`config.mk`:
```
export PLATFORM = sky130hd
export DESIGN_NAME = bost_cmp
export DESIGN_NICKNAME = d
export VERILOG_FILES = /design/src/bbox_overlap_search_table_macros.svh /design/src/bost_pkg.sv /design/src/bost_cmp.sv
export SDC_FILE = /design/constraint.sdc
export NUM_CORES = 1
export LEC_CHECK = 0
export ABC_AREA = 1
export BUFFER_PORTS_ARGS = -buffer_cell sky130_fd_sc_hd__buf_2
export CAP_MARGIN = 20
export CORE_AREA = 2 2 150 152
export DETAILED_ROUTE_END_ITERATION = 8
export DIE_AREA = 0 0 152 154
export PLACE_DENSITY = 0.5
export SYNTH_ARGS = -nofsm -noshare
export SYNTH_HDL_FRONTEND = slang
export SYNTH_SLANG_ARGS = --single-unit
```
`constraint.sdc`:
```
create_clock -name vclk -period 1.7
set_input_delay 0.085 -clock vclk [all_inputs]
set_output_delay 0.085 -clock vclk [all_outputs]
set_load 0.005 [all_outputs]
```
`src/bbox_overlap_search_table_macros.svh`:
```
// Assertion macros shared by the box search table RTL
`ifndef BBOX_OVERLAP_SEARCH_TABLE_MACROS_SVH
`define BBOX_OVERLAP_SEARCH_TABLE_MACROS_SVH

// Same-cycle implication, checked out of reset
`define BOST_ASSERT_NOW(lbl, ante, cons) \
    lbl: assert property (@(posedge clk) disable iff (!rst_n) (ante) |-> (cons)) \
        else $error("bost check failed");

// Next-cycle implication, checked out of reset
`define BOST_ASSERT_NEXT(lbl, ante, cons) \
    lbl: assert property (@(posedge clk) disable iff (!rst_n) (ante) |=> (cons)) \
        else $error("bost check failed");

`endif

```
`src/bost_pkg.sv`:
```
// Types, constants and codes for the box overlap search table
package bost_pkg;

    localparam int TABLE_DEPTH = 64;
    localparam int COORD_BITS  = 48;
    localparam int IDX_W       = $clog2(TABLE_DEPTH);
    localparam int CNT_W       = $clog2(TABLE_DEPTH + 1);
    localparam int SLOT_W      = 6;
    localparam int BOX_W       = 4 * COORD_BITS;
    // slot and box, rounded up to whole bytes
    localparam int IN_DATA_W   = ((SLOT_W + BOX_W + 7) / 8) * 8;
    localparam int OUT_DATA_W  = 16;

    // Item kinds
    localparam logic [1:0] KIND_ADD  = 2'd0;
    localparam logic [1:0] KIND_SET  = 2'd1;
    localparam logic [1:0] KIND_ANY  = 2'd2;
    localparam logic [1:0] KIND_LIST = 2'd3;

    // Result status codes
    localparam logic [1:0] ST_OK         = 2'd0;
    localparam logic [1:0] ST_FULL       = 2'd1;
    localparam logic [1:0] ST_NOT_FILLED = 2'd2;

    typedef enum logic [1:0] {
        S_IDLE,
        S_WRITE,
        S_SCAN,
        S_DONE
    } state_t;

    // One box, left edge in the lowest bits
    typedef struct packed {
        logic signed [COORD_BITS-1:0] top_edge;
        logic signed [COORD_BITS-1:0] right_edge;
        logic signed [COORD_BITS-1:0] bottom_edge;
        logic signed [COORD_BITS-1:0] left_edge;
    } box_t;

    // One result item, hit in the lowest bit
    typedef struct packed {
        logic [1:0]        status;
        logic              last;
        logic [SLOT_W-1:0] match_slot;
        logic              hit;
    } res_t;

endpackage

```
`src/bost_cmp.sv`:
```
// Inclusive overlap test of a query box against one stored box
module bost_cmp (
    input  bost_pkg::box_t query,
    input  bost_pkg::box_t stored,
    output logic           overlap
);

    import bost_pkg::*;

    logic x_lo_ok;
    logic x_hi_ok;
    logic y_lo_ok;
    logic y_hi_ok;

    // touching edges count as overlap
    assign x_lo_ok = query.left_edge   <= stored.right_edge;
    assign x_hi_ok = query.right_edge  >= stored.left_edge;
    assign y_lo_ok = query.bottom_edge <= stored.top_edge;
    assign y_hi_ok = query.top_edge    >= stored.bottom_edge;
    assign overlap = x_lo_ok & x_hi_ok & y_lo_ok & y_hi_ok;

endmodule

```
==> impl_results.md <==
* Status: finished, violations left
* Violated checks: negative setup slack
* GRT Total Usage at 0.155
* Hold WS at 0.850 ns
* Crit-path max FO at 2
* FMAX at 0.583 GHz
* Via-to-Cell Ratio at 4.11
* Pre-Repair DR Iteration Count at 4
* Pin count of the biggest net entering global routing at 5
* Initial antenna violation count at 1
* Layout cells sized above 1 at 0.378
* Core area at 21700 um^2
* Final setup margin at -0.0166 ns
* Boundary Pins at 385
* Setup violations, final at 1
* DRT iter0 DRCs at 199
* Die Ht at 154 um
* Detail Route Antenna Nets at 0
* Placed cell area at 7740 um^2
* Fin util at 0.376
* Global-route wire length before repair at 30400 um
* Peak supply drop at 80.3 uV
* Net count after synthesis at 1461
* Sequential area share after synthesis at 0
* Fin crit period at 1.72 ns
* Synth area leader: ha_1
* Largest cells by area after synthesis: ha_1 45%, inv_1 17%, nand2_1 15%, a21oi_1 7.1%, nor2_1 3.7%
* Clkbuf count at 0
* Leakage power at 5.36 nW
* Num sequential at 0
* Post-Syn Area per Cell at 6.08 um^2
* Fillers at 2408
* Final Cycle Share at 1.01
* Critical path required time at 1.62 ns
* Die W at 152 um
* Via count at 6433
* Max-cap viol count at 0
* Final Hold Violating Endpoints at 0
* Pwr Total at 1.74 mW
* Pwr per Cell Area at 213 nW/um^2
* Initial Utilization at 0.248
* CP Class: input port to output pin
* Slew @ Worst Pin at 0.216 ns
* PortBufs at 385
* HP Class: input port to output pin
* Max-slew violations at 0
* Sequential Area at 0 um^2
* Placer congestion estimate at 0.901
* Crit end category: output pin
* Critical path arrival at 1.63 ns
* CTS Hold Buffers Added at 0
* Area occupied by multi-input gates at 4760 um^2
* Post-route design area at 8170 um^2
* Synth Instances at 885
* DRC at 0
* Synthesized area at 5380 um^2
* Distinct cell type count after synthesis at 23
* Die area at 23400 um^2
* Area growth, synth to finish at 51.9%
* Slowest cell delay on critical path at 0.25 ns
* Post-Layout Cell Count at 1564
* Synth Warn # at 0
* CP Cell Sequence: buf_6 > inv_4 > ha_4 > nand4_1 > nor2_2 > nand3_1 > and2b_1 > nand2_1 > nand3_1 > nand2_1 > nand3_2 > nand2_2 > nor2_4 > buf_2
* Vias in the first global route at 6490
* Post-detail-place hpwl at 18300 um
* Gr ovfl total at 0
* Setup_tns at -0.0166 ns
* RSZ-0062 raised after global routing: yes
* Synth top area share at 0.447
* Post-placement cell count at 1561
* Slowest CP cell: ha_4
* Slew HR at 0.855
* Pre-CTS WS at -0.192 ns
* CP startpoint kind: input port
* DR WL/cell at 12.3 um
* Routed wire length at 19200 um
* Nets at 1861
* FP Rows at 54
-- Yosys cell counts (all sizes together) --
library cell  count
nand2           224
nand3b            2
and2b             1
nand3            21
nand4            16
nor3              1
o21a              5
clkinv            1
a21oi            77
ha              192
inv             254
o21ai            14
a21o              9
nor2             67
o21bai            1
-- repair_timing --
| item | CTS | global route |
|---|---|---|
| endpoints found under the setup margin | 1 | 1 |
| setup buffers | 1 | 1 |
| pin swaps | 31 | 9 |
| gates resized for setup | 60 | 15 |
-- placed cells by master, fill, tap and decap left out --
| master | count |
|---|---|
| ha_1 | 175 |
| a21o_1 | 9 |
| a21oi_2 | 4 |
| nor3_4 | 1 |
| nor2_4 | 11 |
| buf_6 | 9 |
| o21a_1 | 5 |
| inv_1 | 240 |
| nand3_4 | 1 |
| nand4_1 | 16 |
| diode_2 | 1 |
| nor2_1 | 42 |
| buf_2 | 375 |
| buf_8 | 1 |
| nor2_2 | 14 |
| inv_2 | 11 |
| o21ai_1 | 1 |
| clkinv_1 | 1 |
| and2b_1 | 1 |
| buf_4 | 13 |
| nand2_4 | 1 |
| nand3_2 | 10 |
| inv_4 | 3 |
| o21bai_1 | 1 |
| nand2_2 | 14 |
| nand3_1 | 10 |
| nand2_1 | 209 |
| o21ai_0 | 13 |
| a21oi_1 | 73 |
| ha_4 | 17 |
| nand3b_1 | 2 |
-- per-layer routing --
metal	part of all wire	global-route usage	vias to the layer above
li1	-	-	3556
met4	0.016	0.0214	0
met3	0.053	0.0197	18
met1	0.42	0.182	2660
met5	0	0	-
met2	0.51	0.305	199
-- cell type report --
cell class                      instances  share of cell area
Multi-Input combinational cell        630               0.583
Timing Repair Buffer                  398               0.256
Inverter                              255               0.118
Tap cell                              280              0.0429
Antenna cell                            1            0.000306
-- logic make-up (layout without fill, tap and decap cells) --
family / after synthesis / after routing / share of synthesized area
and+or+nand+nor: 332 / 332 / 0.269
buffers and inverters: 255 / 653 / 0.178
adders and majority gates: 192 / 192 / 0.447
AOI/OAI and AO/OA: 106 / 106 / 0.106
other: 0 / 1 / 0
-- final timing paths --
path | cells after the start | from | end | slack (ns)
min | 7 | query[143] | overlap | 0.85
max | 14 | stored[172] | overlap | -0.02
-- power by group --
part	switching (mW)	leakage (nW)	total (mW)	internal, mW
clock	0	0.00000634	0.0000000786	0.0000000786
sequential	0	0	0	0
combinational	0.862	5.36	1.74	0.875
-- worst max-delay path: cells and delay by family --
family        cells  cell delay, ns
simple gates     10            1.07
fa+ha+maj         1            0.25
buf+inv           3            0.21
(Power assumes the default switching activity.)
