==> config.mk <==
export PLATFORM = sky130hd
export DESIGN_NAME = bost_ram
export DESIGN_NICKNAME = d
export VERILOG_FILES = /design/src/bbox_overlap_search_table_macros.svh /design/src/bost_ram.sv
export SDC_FILE = /design/constraint.sdc
export NUM_CORES = 1
export LEC_CHECK = 0
export ABC_AREA = 1
export BUFFER_PORTS_ARGS = -buffer_cell sky130_fd_sc_hd__buf_2
export CAP_MARGIN = 40
export CORE_ASPECT_RATIO = 1.25
export CORE_MARGIN = 5
export CORE_UTILIZATION = 65
export CTS_CLUSTER_DIAMETER = 200
export DETAILED_ROUTE_END_ITERATION = 10
export PLACE_DENSITY = 0.87
export SLEW_MARGIN = 10
export SYNTH_ARGS = -nofsm -noshare
export SYNTH_HDL_FRONTEND = slang
export SYNTH_SLANG_ARGS = --single-unit
==> constraint.sdc <==
create_clock -name clk -period 3.6 [get_ports clk]
set_input_delay 1.08 -clock clk [delete_from_list [all_inputs] [get_ports clk]]
set_output_delay 1.08 -clock clk [all_outputs]
set_load 0.01 [all_outputs]
==> src/bbox_overlap_search_table_macros.svh <==
// Assertion macros shared by the box search table RTL
`ifndef BBOX_OVERLAP_SEARCH_TABLE_MACROS_SVH
`define BBOX_OVERLAP_SEARCH_TABLE_MACROS_SVH

// Same-cycle implication, checked out of reset
`define BOST_ASSERT_NOW(lbl, ante, cons) \
    lbl: assert property (@(posedge clk) disable iff (!rst_n) (ante) |-> (cons)) \
        else $error("bost check failed");

// Next-cycle implication, checked out of reset
`define BOST_ASSERT_NEXT(lbl, ante, cons) \
    lbl: assert property (@(posedge clk) disable iff (!rst_n) (ante) |=> (cons)) \
        else $error("bost check failed");

`endif

==> src/bost_ram.sv <==
// Generic single-port-write, single-port-read RAM with registered read
module bost_ram #(
    parameter int WIDTH = 8,
    parameter int DEPTH = 16
) (
    input  logic                     clk,
    input  logic                     we,
    input  logic [$clog2(DEPTH)-1:0] waddr,
    input  logic [WIDTH-1:0]         wdata,
    input  logic                     re,
    input  logic [$clog2(DEPTH)-1:0] raddr,
    output logic [WIDTH-1:0]         rdata
);

    logic [WIDTH-1:0] mem [DEPTH];

    // write port
    always_ff @(posedge clk)
    begin
        if (we)
        begin
            mem[waddr] <= wdata;
        end
    end

    // read port, data held when not enabled
    always_ff @(posedge clk)
    begin
        if (re)
        begin
            rdata <= mem[raddr];
        end
    end

endmodule

==> out/results.tsv, run 1 <==
stage	metric	value	unit
status	status	completed	
cells_and_area	Nets	594	
cts	Inserted Clock Buffers	17	
timing	Tcrit/Tclk final	67.1	%
floorplan	# IOs	27	
cells_and_area	Fillers	551	
cts	CTS Buffer Depth	2	
route	Max Used Layer	met4	
logic_synthesis	post-synthesis net count	570	
critical_path	launch point of the worst reg-to-reg path	mem[1][0]$_DFFE_PP_	
route	vias per cell	5.72	
logic_synthesis	register area share after synthesis	69.8	%
cts	Worst-path clk slew	0.06	ns
cells_and_area	cell area after layout	6570	µm²
power	Psw	0.802	mW
timing	Fin Setup TNS	0	ns
timing	max frequency	0.414	GHz
cts	CTS tree	yes	
floorplan	Rows	38	
placement	IO buf count	26	
critical_path	CP max FO	33	
timing	unrepaired setup endpoints after global routing	false	
critical_path	Crit. End Element	register	
cells_and_area	Area growth syn-to-layout	12.4	%
logic_synthesis	Post-Syn Area	5850	µm²
floorplan	Die Span Y	116	µm
floorplan	Starting Density	66.8	%
timing	count of final setup violators	0	
logic_synthesis	cells after synthesis	551	
grt	number of global-route vias before repair	4042	
power	Int Pwr	2.88	mW
logic_synthesis	warnings from Yosys	0	
critical_path	FF-to-FF End	rdata[0]$_DFFE_PP_	
critical_path	R2R Setup Slk	2.33	ns
critical_path	WP data arrival	2.68	ns
route	Iteration-0 DRC Markers	742	
floorplan	die footprint	11000	µm²
placement	Post-Place Cells	675	
power	Static Leak	2.83	nW
logic_synthesis	Post-Syn Area per Cell	10.6	µm²
cts	CTS resizes	0	
route	wl on met1	4.96	mm
worst_hold_path	Min-Delay Path Depth	6	
power	Overall Power	3.68	mW
route	metal3 WL	1.27	mm
route	Pre-antenna DRT Iters	8	
timing	Setup Skew	0.00574	ns
route	vias	4052	
cells_and_area	Register Area	4080	µm²
power	worst vdd ir	0.541	mV
grt	grt ovf	0	
logic_synthesis	FF+latch count, synth	136	
placement	gp weighted congestion	0.877	
cells_and_area	commonest non-fill, non-tap cell in the layout	nand2_1	
timing	final hold vios	0	
cells_and_area	share of post-route cells with drive strength above 1	10.4	%
job	total of max-cap violations	0	
power	clock power share	45.4	%
cells_and_area	most frequent cells in the layout	nand2_1 (173), edfxtp_1 (136), inv_1 (100), nand3_1 (97), buf_2 (26)	
worst_hold_path	worst hold endpoint	rdata[1]$_DFFE_PP_	
critical_path	startpoint types	primary input	
cts	clk_lat worst skew	0.52	ns
cts	cts hold-fix bufs	0	
timing	worst relative slew slack	41.0	%
route	met2 wire len	6.93	mm
cts	Sink Count	136	
critical_path	reg2reg path depth	6	
route	ANT nets after route	0	
placement	Placed Area	5990	µm²
power	Sw Share	21.8	%
cts	H-tree levels	4	
cells_and_area	Multi-input gate area	1210	µm²
cts	postcts setup bufs	0	
grt	antenna violations before repair	0	
grt	largest net degree at the start of global routing	65	
grt	GR Util All Layers	27.5	%
floorplan	Chip Width	94.8	µm
cells_and_area	Post-Layout Cell Count	708	
logic_synthesis	Synth cell types	11	
worst_hold_path	hold wc startpoint	mem[12][1]$_DFFE_PP_	
floorplan	area of the core	8750	µm²
power	PD cells	561	nW/µm²
cts	buffer type at the clock tree root	clkbuf_8	
route	DRT Wirelength	13.8	mm
placement	dpl hpwl	8.19	mm
worst_hold_path	Hold WC Path Type	reg -> reg	
power	combinational power share	5.8	%
timing	final critical-path required period	2.41	ns
timing	Least-Margin Pin Slew	0.882	ns
critical_path	Worst EP required	3.86	ns
route	DR WL/cell	19.5	µm
route	Residual DRC	0	
timing	Slew Viols, Final	0	
cells_and_area	ANT cells	0	
power	Flop pwr share	48.7	%
grt	first-pass GRT wire length	21.7	mm
critical_path	WS Path Type	in -> reg	
[power by group through the flow]
stage / combinational, mW / sequential (mW) / clock (mW)
4_1_cts: 0.212 / 1.80 / 1.68
5_1_grt: 0.235 / 1.80 / 1.75
3_3_place_gp: 0.200 / 1.83 / 0
6_report: 0.216 / 1.80 / 1.67
2_1_floorplan: 0.125 / 1.83 / 0
3_5_place_dp: 0.208 / 1.83 / 0
[critical path, cell delays in order]
cell     delay [ns]
buf_2          0.52
inv_2          0.44
nand3_1        0.20
nand3_1        0.14
nand3_1        0.17
nand2_1        0.10
[state kept, by name, summed over array words and instances (netlist names)]
| register | cells |
|---|---|
| rdata | 8 |
| mem | 128 |
[cells in the mapped netlist]
cell | number | area share (%)
nand2_1 | 173 | 11
edfxtp_1 | 136 | 70
inv_1 | 100 | 6.4
nand3_1 | 97 | 8.3
nor2_1 | 17 | 1.1
buf_2 | 13 | 1.1
buf_6 | 6 | 1.2
buf_4 | 4 | 0.51
inv_2 | 2 | 0.13
nand3b_1 | 2 | 0.26
buf_1 | 1 | 0.064
[logic make-up after synthesis]
group	count (synthesis)	synth area share [%]
buffers and inverters	126	9.39
flip-flops	136	69.8
AND/OR/NAND/NOR	289	20.8
[worst max path at each step]
stage,startpoint,to,slack [ns],depth (start not counted)
4_1_cts,raddr[1],rdata[0]$_DFFE_PP_,1.31,6
3_3_place_gp,raddr[1],rdata[0]$_DFFE_PP_,0.82,6
5_1_grt,raddr[1],rdata[0]$_DFFE_PP_,1.21,6
2_1_floorplan,waddr[2],mem[10][0]$_DFFE_PP_,1.57,2
3_5_place_dp,raddr[1],rdata[0]$_DFFE_PP_,0.76,6
6_report,raddr[1],rdata[0]$_DFFE_PP_,1.19,6
[routing by layer]
layer / GRT usage [%] / vias to the layer above
met1: 34.7 / 1886
met4: 13.6 / 0
met3: 6.69 / 56
met2: 44.8 / 280
met5: 0 / -
li1: - / 1830
[final cells by class]
type,count,share of cell area [%]
repair buffers,29,2.51
well taps,120,2.29
clock buffers,17,6.30
multi-input cells,289,18.5
clock inverters,15,2.44
flip-flops and latches,136,62.2
inverters,102,5.83
[per-stage QoR]
stage	hold slack, ns	util [%]	worst slack [ns]
2_1_floorplan	0.683	-	1.57
3_3_place_gp	0.731	68.4	0.824
3_5_place_dp	0.743	68.4	0.759
4_1_cts	0.754	75.0	1.31
5_1_grt	0.836	75.1	1.21
6_report	0.749	75.1	1.19
No activity file was read; power rests on OpenSTA's default activity.
==> run 2, diff against run 1 <==
CORE_UTILIZATION = 61   (was 65)
PLACE_DENSITY = 0.82   (was 0.87)
clock period = 2.4 ns   (was 3.6 ns; I/O delays follow)
==> out/results.tsv, run 2 (synthesis results as in run 1) <==
stage	metric	value	unit	change
critical_path	FF-to-FF End	rdata[0]$_DFFE_PP_		
critical_path	WP data arrival	1.00	ns	-1.68 ns
floorplan	Rows	40		+5.3%
cts	CTS resizes	0		unchanged
cells_and_area	Fillers	610		+11%
route	Max Used Layer	met4		
critical_path	Critical Path, Cell by Cell	buf_2		
status	status	completed		
timing	Slew Viols, Final	0		unchanged
timing	worst relative slew slack	53.5	%	+13 points
worst_hold_path	Hold WC Path Type	in -> reg		
cells_and_area	Register Area	4080	µm²	unchanged
timing	Least-Margin Pin Slew	0.695	ns	-0.188 ns
critical_path	launch point of the worst reg-to-reg path	mem[0][0]$_DFFE_PP_		
timing	final critical-path required period	1.72	ns	
cts	Inserted Clock Buffers	17		unchanged
grt	first-pass GRT wire length	22.0	mm	+1.1%
critical_path	startpoint types	register		
placement	dpl ws	0.391	ns	-0.368 ns
cts	Sink Count	136		unchanged
route	ANT nets after route	0		unchanged
floorplan	Die Span Y	119	µm	+2.9%
route	Iteration-0 DRC Markers	605		-18%
grt	GR Util All Layers	25.5	%	-2.1 points
route	met2 wire len	7.14	mm	+3.0%
power	Static Leak	2.94	nW	+3.7%
critical_path	CP delay by family, top	flip-flops		
critical_path	Worst EP required	1.68	ns	-2.18 ns
timing	max frequency	0.581	GHz	
route	metal3 WL	1.45	mm	+15%
placement	gp weighted congestion	0.803		-8.4%
floorplan	Chip Width	97.6	µm	+2.9%
critical_path	CP startpoint	rdata[0]$_DFFE_PP_		
critical_path	CP Buf/Inv Count	1		-1
power	PD cells	860	nW/µm²	+53%
critical_path	reg2reg path depth	6		unchanged
cts	buffer type at the clock tree root	clkbuf_16		
cells_and_area	ANT cells	0		unchanged
route	vias per cell	5.75		+0.50%
timing	final hold vios	0		unchanged
route	DR WL/cell	19.5	µm	about the same
grt	antenna violations before repair	0		unchanged
route	Residual DRC	0		unchanged
cells_and_area	Regs by FF count	mem x128, rdata x8		
floorplan	area of the core	9510	µm²	+8.7%
cts	CTS tree	yes		
critical_path	Crit path largest cell delay	0.41	ns	-0.11 ns
route	wl on met1	4.83	mm	-2.6%
critical_path	R2R Setup Slk	1.20	ns	-1.13 ns
timing	count of final setup violators	0		unchanged
cells_and_area	flip-flop count of the largest register after layout	128		unchanged
critical_path	Crit. End Element	output port		
cts	CTS Buffer Depth	2		unchanged
critical_path	Worst path slowest cell	edfxtp_1		
cells_and_area	Largest Register	mem		
cts	postcts setup bufs	0		unchanged
grt	number of global-route vias before repair	4267		+5.6%
grt	grt ovf	0		unchanged
critical_path	Worst path depth	1		-5
cells_and_area	share of post-route cells with drive strength above 1	12.4	%	+2.1 points
route	DRT Wirelength	14.2	mm	+3.0%
cts	cts hold-fix bufs	0		unchanged
floorplan	die footprint	11700	µm²	+5.9%
critical_path	Worst Setup EP	rdata[0]		
power	worst vdd ir	0.783	mV	+45%
timing	unrepaired setup endpoints after global routing	false		
floorplan	# IOs	27		unchanged
cts	Worst-path clk slew	0.06	ns	about the same
placement	dpl hpwl	7.89	mm	-3.7%
timing	Final Worst Setup Slack	0.679	ns	-0.506 ns
route	Pre-antenna DRT Iters	5		-3
cells_and_area	Nets	609		+2.5%
grt	largest net degree at the start of global routing	65		unchanged
job	total of max-cap violations	0		unchanged
cts	H-tree levels	4		unchanged
cells_and_area	commonest non-fill, non-tap cell in the layout	nand2_1		
timing	Fin Setup TNS	0	ns	unchanged
timing	Setup Skew	0.00750	ns	+0.00177 ns
cells_and_area	most frequent cells in the layout	nand2_1 (173), edfxtp_1 (136), inv_1 (100), nand3_1 (97), buf_2 (26)		
timing	Tcrit/Tclk final	71.7	%	
placement	IO buf count	26		unchanged
critical_path	WS Path Type	reg -> out		
critical_path	CP max FO	1		-97%
cells_and_area	Area growth syn-to-layout	15.6	%	
cells_and_area	Multi-input gate area	1210	µm²	unchanged
cts	clk_lat worst skew	0.42	ns	-0.10 ns
route	vias	4193		+3.5%
floorplan	Starting Density	61.5	%	-5.3 points
run 2: cell types whose count changed in the layout (fill, tap and decap cells not counted):
cell	previous run	this run
clkbuf_8	1	0
clkinvlp_4	2	3
buf_4	2	16
clkinv_4	2	0
inv_6	0	1
clkbuf_1	0	1
bufinv_16	3	5
clkbuf_16	16	17
buf_12	1	2
clkinv_2	6	3
run 2: where the power goes:
group	internal (mW)	leakage (nW)	switching, mW
sequential	2.68	1.24	0.0156
clock	1.83	0.301	0.956
combinational	0.0928	1.40	0.244
total	4.60	2.94	1.22
run 2: layer usage:
layer,vias up,track usage (%)
li1,1858,-
met1,1946,28.9
met2,314,42.1
met3,75,7.85
met4,0,15.2
met5,-,0
run 2: layout make-up:
| cell class | count | area share [%] |
|---|---|---|
| well taps | 126 | 2.33 |
| repair buffers | 44 | 4.29 |
| clock inverters | 14 | 3.02 |
| clock buffers | 18 | 6.35 |
| multi-input cells | 289 | 17.9 |
| flip-flops and latches | 136 | 60.4 |
| inverters | 102 | 5.66 |
run 2: worst min path at each step:
| stage | from | to | slack, ns | cells past startpoint |
|---|---|---|---|---|
| final | re | rdata[5]$_DFFE_PP_ | 0.67 | 1 |
| after global routing | re | rdata[2]$_DFFE_PP_ | 0.66 | 1 |
| after CTS | re | rdata[5]$_DFFE_PP_ | 0.67 | 1 |
| after detailed placement | mem[11][7]$_DFFE_PP_ | rdata[7]$_DFFE_PP_ | 0.75 | 6 |
| after global placement | mem[10][7]$_DFFE_PP_ | rdata[7]$_DFFE_PP_ | 0.72 | 6 |
| after floorplan | mem[10][0]$_DFFE_PP_ | rdata[0]$_DFFE_PP_ | 0.68 | 6 |
run 2: metrics by stage:
step	hold WS [ns]	cell area [µm²]	cells	utilization, %	power (mW)
6_report	0.670	6760	729	71.1	5.81
5_1_grt	0.664	6760	729	71.1	5.97
4_1_cts	0.669	6760	729	71.1	5.81
3_5_place_dp	0.755	6130	697	64.4	3.06
3_3_place_gp	0.723	6130	697	64.4	3.05
2_1_floorplan	0.683	5850	551	-	2.93
==> run 3, diff against run 2 <==
CORE_UTILIZATION = 55   (was 61)
PLACE_DENSITY = 0.78   (was 0.82)
clock period = 1.5 ns   (was 2.4 ns; I/O delays follow)
==> out/results.tsv, run 3 (synthesis results as in run 1) <==
stage	metric	value	unit	change
status	status	completed		
placement	Post-Place Cells	711		+2.0%
route	Pre-antenna DRT Iters	5		unchanged
timing	Slew Viols, Final	0		unchanged
cells_and_area	Largest Register	mem		
route	vias per cell	5.26		-8.5%
placement	IO buf count	26		unchanged
cells_and_area	ANT cells	0		unchanged
timing	Tcrit/Tclk final	95.4	%	
route	DR WL/cell	17.5	µm	-9.8%
cells_and_area	cell area after layout	6840	µm²	+1.2%
worst_hold_path	hold wc startpoint	re		
floorplan	Chip Width	102	µm	+4.8%
power	Static Leak	2.98	nW	+1.6%
timing	final hold vios	0		unchanged
critical_path	Crit path largest cell delay	0.41	ns	about the same
placement	Placed Area	6230	µm²	+1.7%
cells_and_area	Area growth syn-to-layout	17.0	%	
critical_path	CP max FO	1		unchanged
critical_path	launch point of the worst reg-to-reg path	mem[5][7]$_DFFE_PP_		
cts	Worst-path clk slew	0.06	ns	about the same
route	Iteration-0 DRC Markers	335		-45%
floorplan	area of the core	10500	µm²	+11%
timing	unrepaired setup endpoints after global routing	false		
cells_and_area	commonest non-fill, non-tap cell in the layout	nand2_1		
critical_path	CP Buf/Inv Count	1		unchanged
grt	first-pass GRT wire length	20.4	mm	-7.4%
grt	GR Util All Layers	21.8	%	-3.6 points
critical_path	WS Path Type	reg -> out		
cells_and_area	Nets	617		+1.3%
cts	CTS resizes	0		unchanged
cells_and_area	Fillers	790		+30%
cells_and_area	flip-flop count of the largest register after layout	128		unchanged
grt	grt ovf	0		unchanged
floorplan	# IOs	27		unchanged
route	Residual DRC	0		unchanged
power	worst vdd ir	1.01	mV	+29%
timing	final critical-path required period	1.43	ns	
cts	clk_lat worst skew	0.41	ns	about the same
cts	buffer type at the clock tree root	clkbuf_16		
critical_path	CP startpoint	rdata[3]$_DFFE_PP_		
cells_and_area	share of post-route cells with drive strength above 1	13.6	%	+1.1 points
route	DRT Wirelength	13.0	mm	-8.1%
cts	Inserted Clock Buffers	17		unchanged
floorplan	Die Span Y	125	µm	+4.9%
floorplan	die footprint	12800	µm²	+9.9%
cts	cts hold-fix bufs	0		unchanged
grt	grt met1 use	27.5	%	-1.4 points
cells_and_area	Post-Layout Cell Count	743		+1.9%
timing	Setup Skew	0.00798	ns	+0.000474 ns
floorplan	Starting Density	55.6	%	-5.9 points
grt	largest net degree at the start of global routing	36		-45%
critical_path	Critical Path, Cell by Cell	buf_2		
grt	number of global-route vias before repair	3809		-11%
grt	global route hottest layer	met2		
critical_path	Worst path slowest cell	edfxtp_1		
grt	antenna violations before repair	0		unchanged
timing	Least-Margin Pin Slew	0.595	ns	-0.0995 ns
cells_and_area	Multi-input gate area	1210	µm²	unchanged
critical_path	WP data arrival	0.98	ns	-0.02 ns
cells_and_area	most frequent cells in the layout	nand2_1 (173), edfxtp_1 (136), inv_1 (100), nand3_1 (97), buf_2 (26)		
cells_and_area	Regs by FF count	mem x128, rdata x8		
critical_path	Crit. End Element	output port		
cts	CTS tree	yes		
power	PD cells	1330	nW/µm²	+54%
timing	worst relative slew slack	60.3	%	+6.7 points
timing	Min Hold Slack	0.406	ns	-0.264 ns
floorplan	Rows	42		+5.0%
critical_path	CP delay by family, top	flip-flops		
route	ANT nets after route	0		unchanged
placement	dpl hpwl	8.45	mm	+7.2%
cells_and_area	Register Area	4080	µm²	unchanged
cts	H-tree levels	4		unchanged
grt	Global Route met2 Usage	36.8	%	-5.3 points
placement	gp weighted congestion	0.895		+11%
route	vias	3909		-6.8%
job	total of max-cap violations	0		unchanged
timing	max frequency	0.699	GHz	
worst_hold_path	Hold WC Path Type	in -> reg		
critical_path	Worst EP required	1.05	ns	-0.63 ns
cts	postcts setup bufs	0		unchanged
grt	GRT met3 Usage	4.40	%	-3.4 points
cts	Sink Count	136		unchanged
timing	count of final setup violators	0		unchanged
cts	CTS Buffer Depth	2		unchanged
critical_path	startpoint types	register		
[run 3: changes by cell type in the layout (fill, tap and decap cells not counted), sizes merged]
| cell | previous run | this run |
|---|---|---|
| bufinv | 5 | 4 |
| clkinvlp | 3 | 2 |
| clkbuf | 18 | 17 |
| clkinv | 5 | 9 |
| buf | 44 | 52 |
| inv | 103 | 102 |
[run 3: path summary, 6_finish.rpt]
path,end,slack (ns),depth (start not counted)
max,rdata[3],0.07,1
min,rdata[5]$_DFFE_PP_,0.41,1
max reg2reg,rdata[7]$_DFFE_PP_,0.34,6
min reg2reg,rdata[4]$_DFFE_PP_,0.75,6
[run 3: where the power goes]
| part | leakage, nW | internal (mW) | switching, mW | total, mW |
|---|---|---|---|---|
| logic | 1.45 | 0.171 | 0.373 | 0.543 |
| clock network | 0.295 | 2.75 | 1.48 | 4.23 |
| registers | 1.24 | 4.28 | 0.0237 | 4.31 |
| total | 2.98 | 7.20 | 1.88 | 9.08 |
[run 3: per-stage QoR]
step | utilization [%] | total power [mW] | setup TNS (ns) | setup slack [ns]
floorplan | - | 4.69 | 0 | 0.0992
global placement | 59.3 | 4.91 | -0.967 | -0.165
detailed placement | 59.3 | 4.93 | -1.14 | -0.194
CTS | 65.1 | 9.13 | 0 | 0.0484
global route | 65.1 | 9.34 | 0 | 0.0294
finish | 65.1 | 9.08 | 0 | 0.0695
[run 3: per-layer routing]
layer	wire (µm)	vias up	part of all wire [%]
met3	781	28	6.0
met4	364	0	2.8
met1	5000	1857	38
li1	-	1873	-
met5	0	-	0
met2	6890	151	53
[run 3: layout make-up]
cell class              count  area share [%]
flip-flops and latches    136            59.7
multi-input cells         289            17.7
clock buffers              17            6.22
repair buffers             52            5.67
inverters                 102            5.60
clock inverters            15            2.69
well taps                 132            2.41
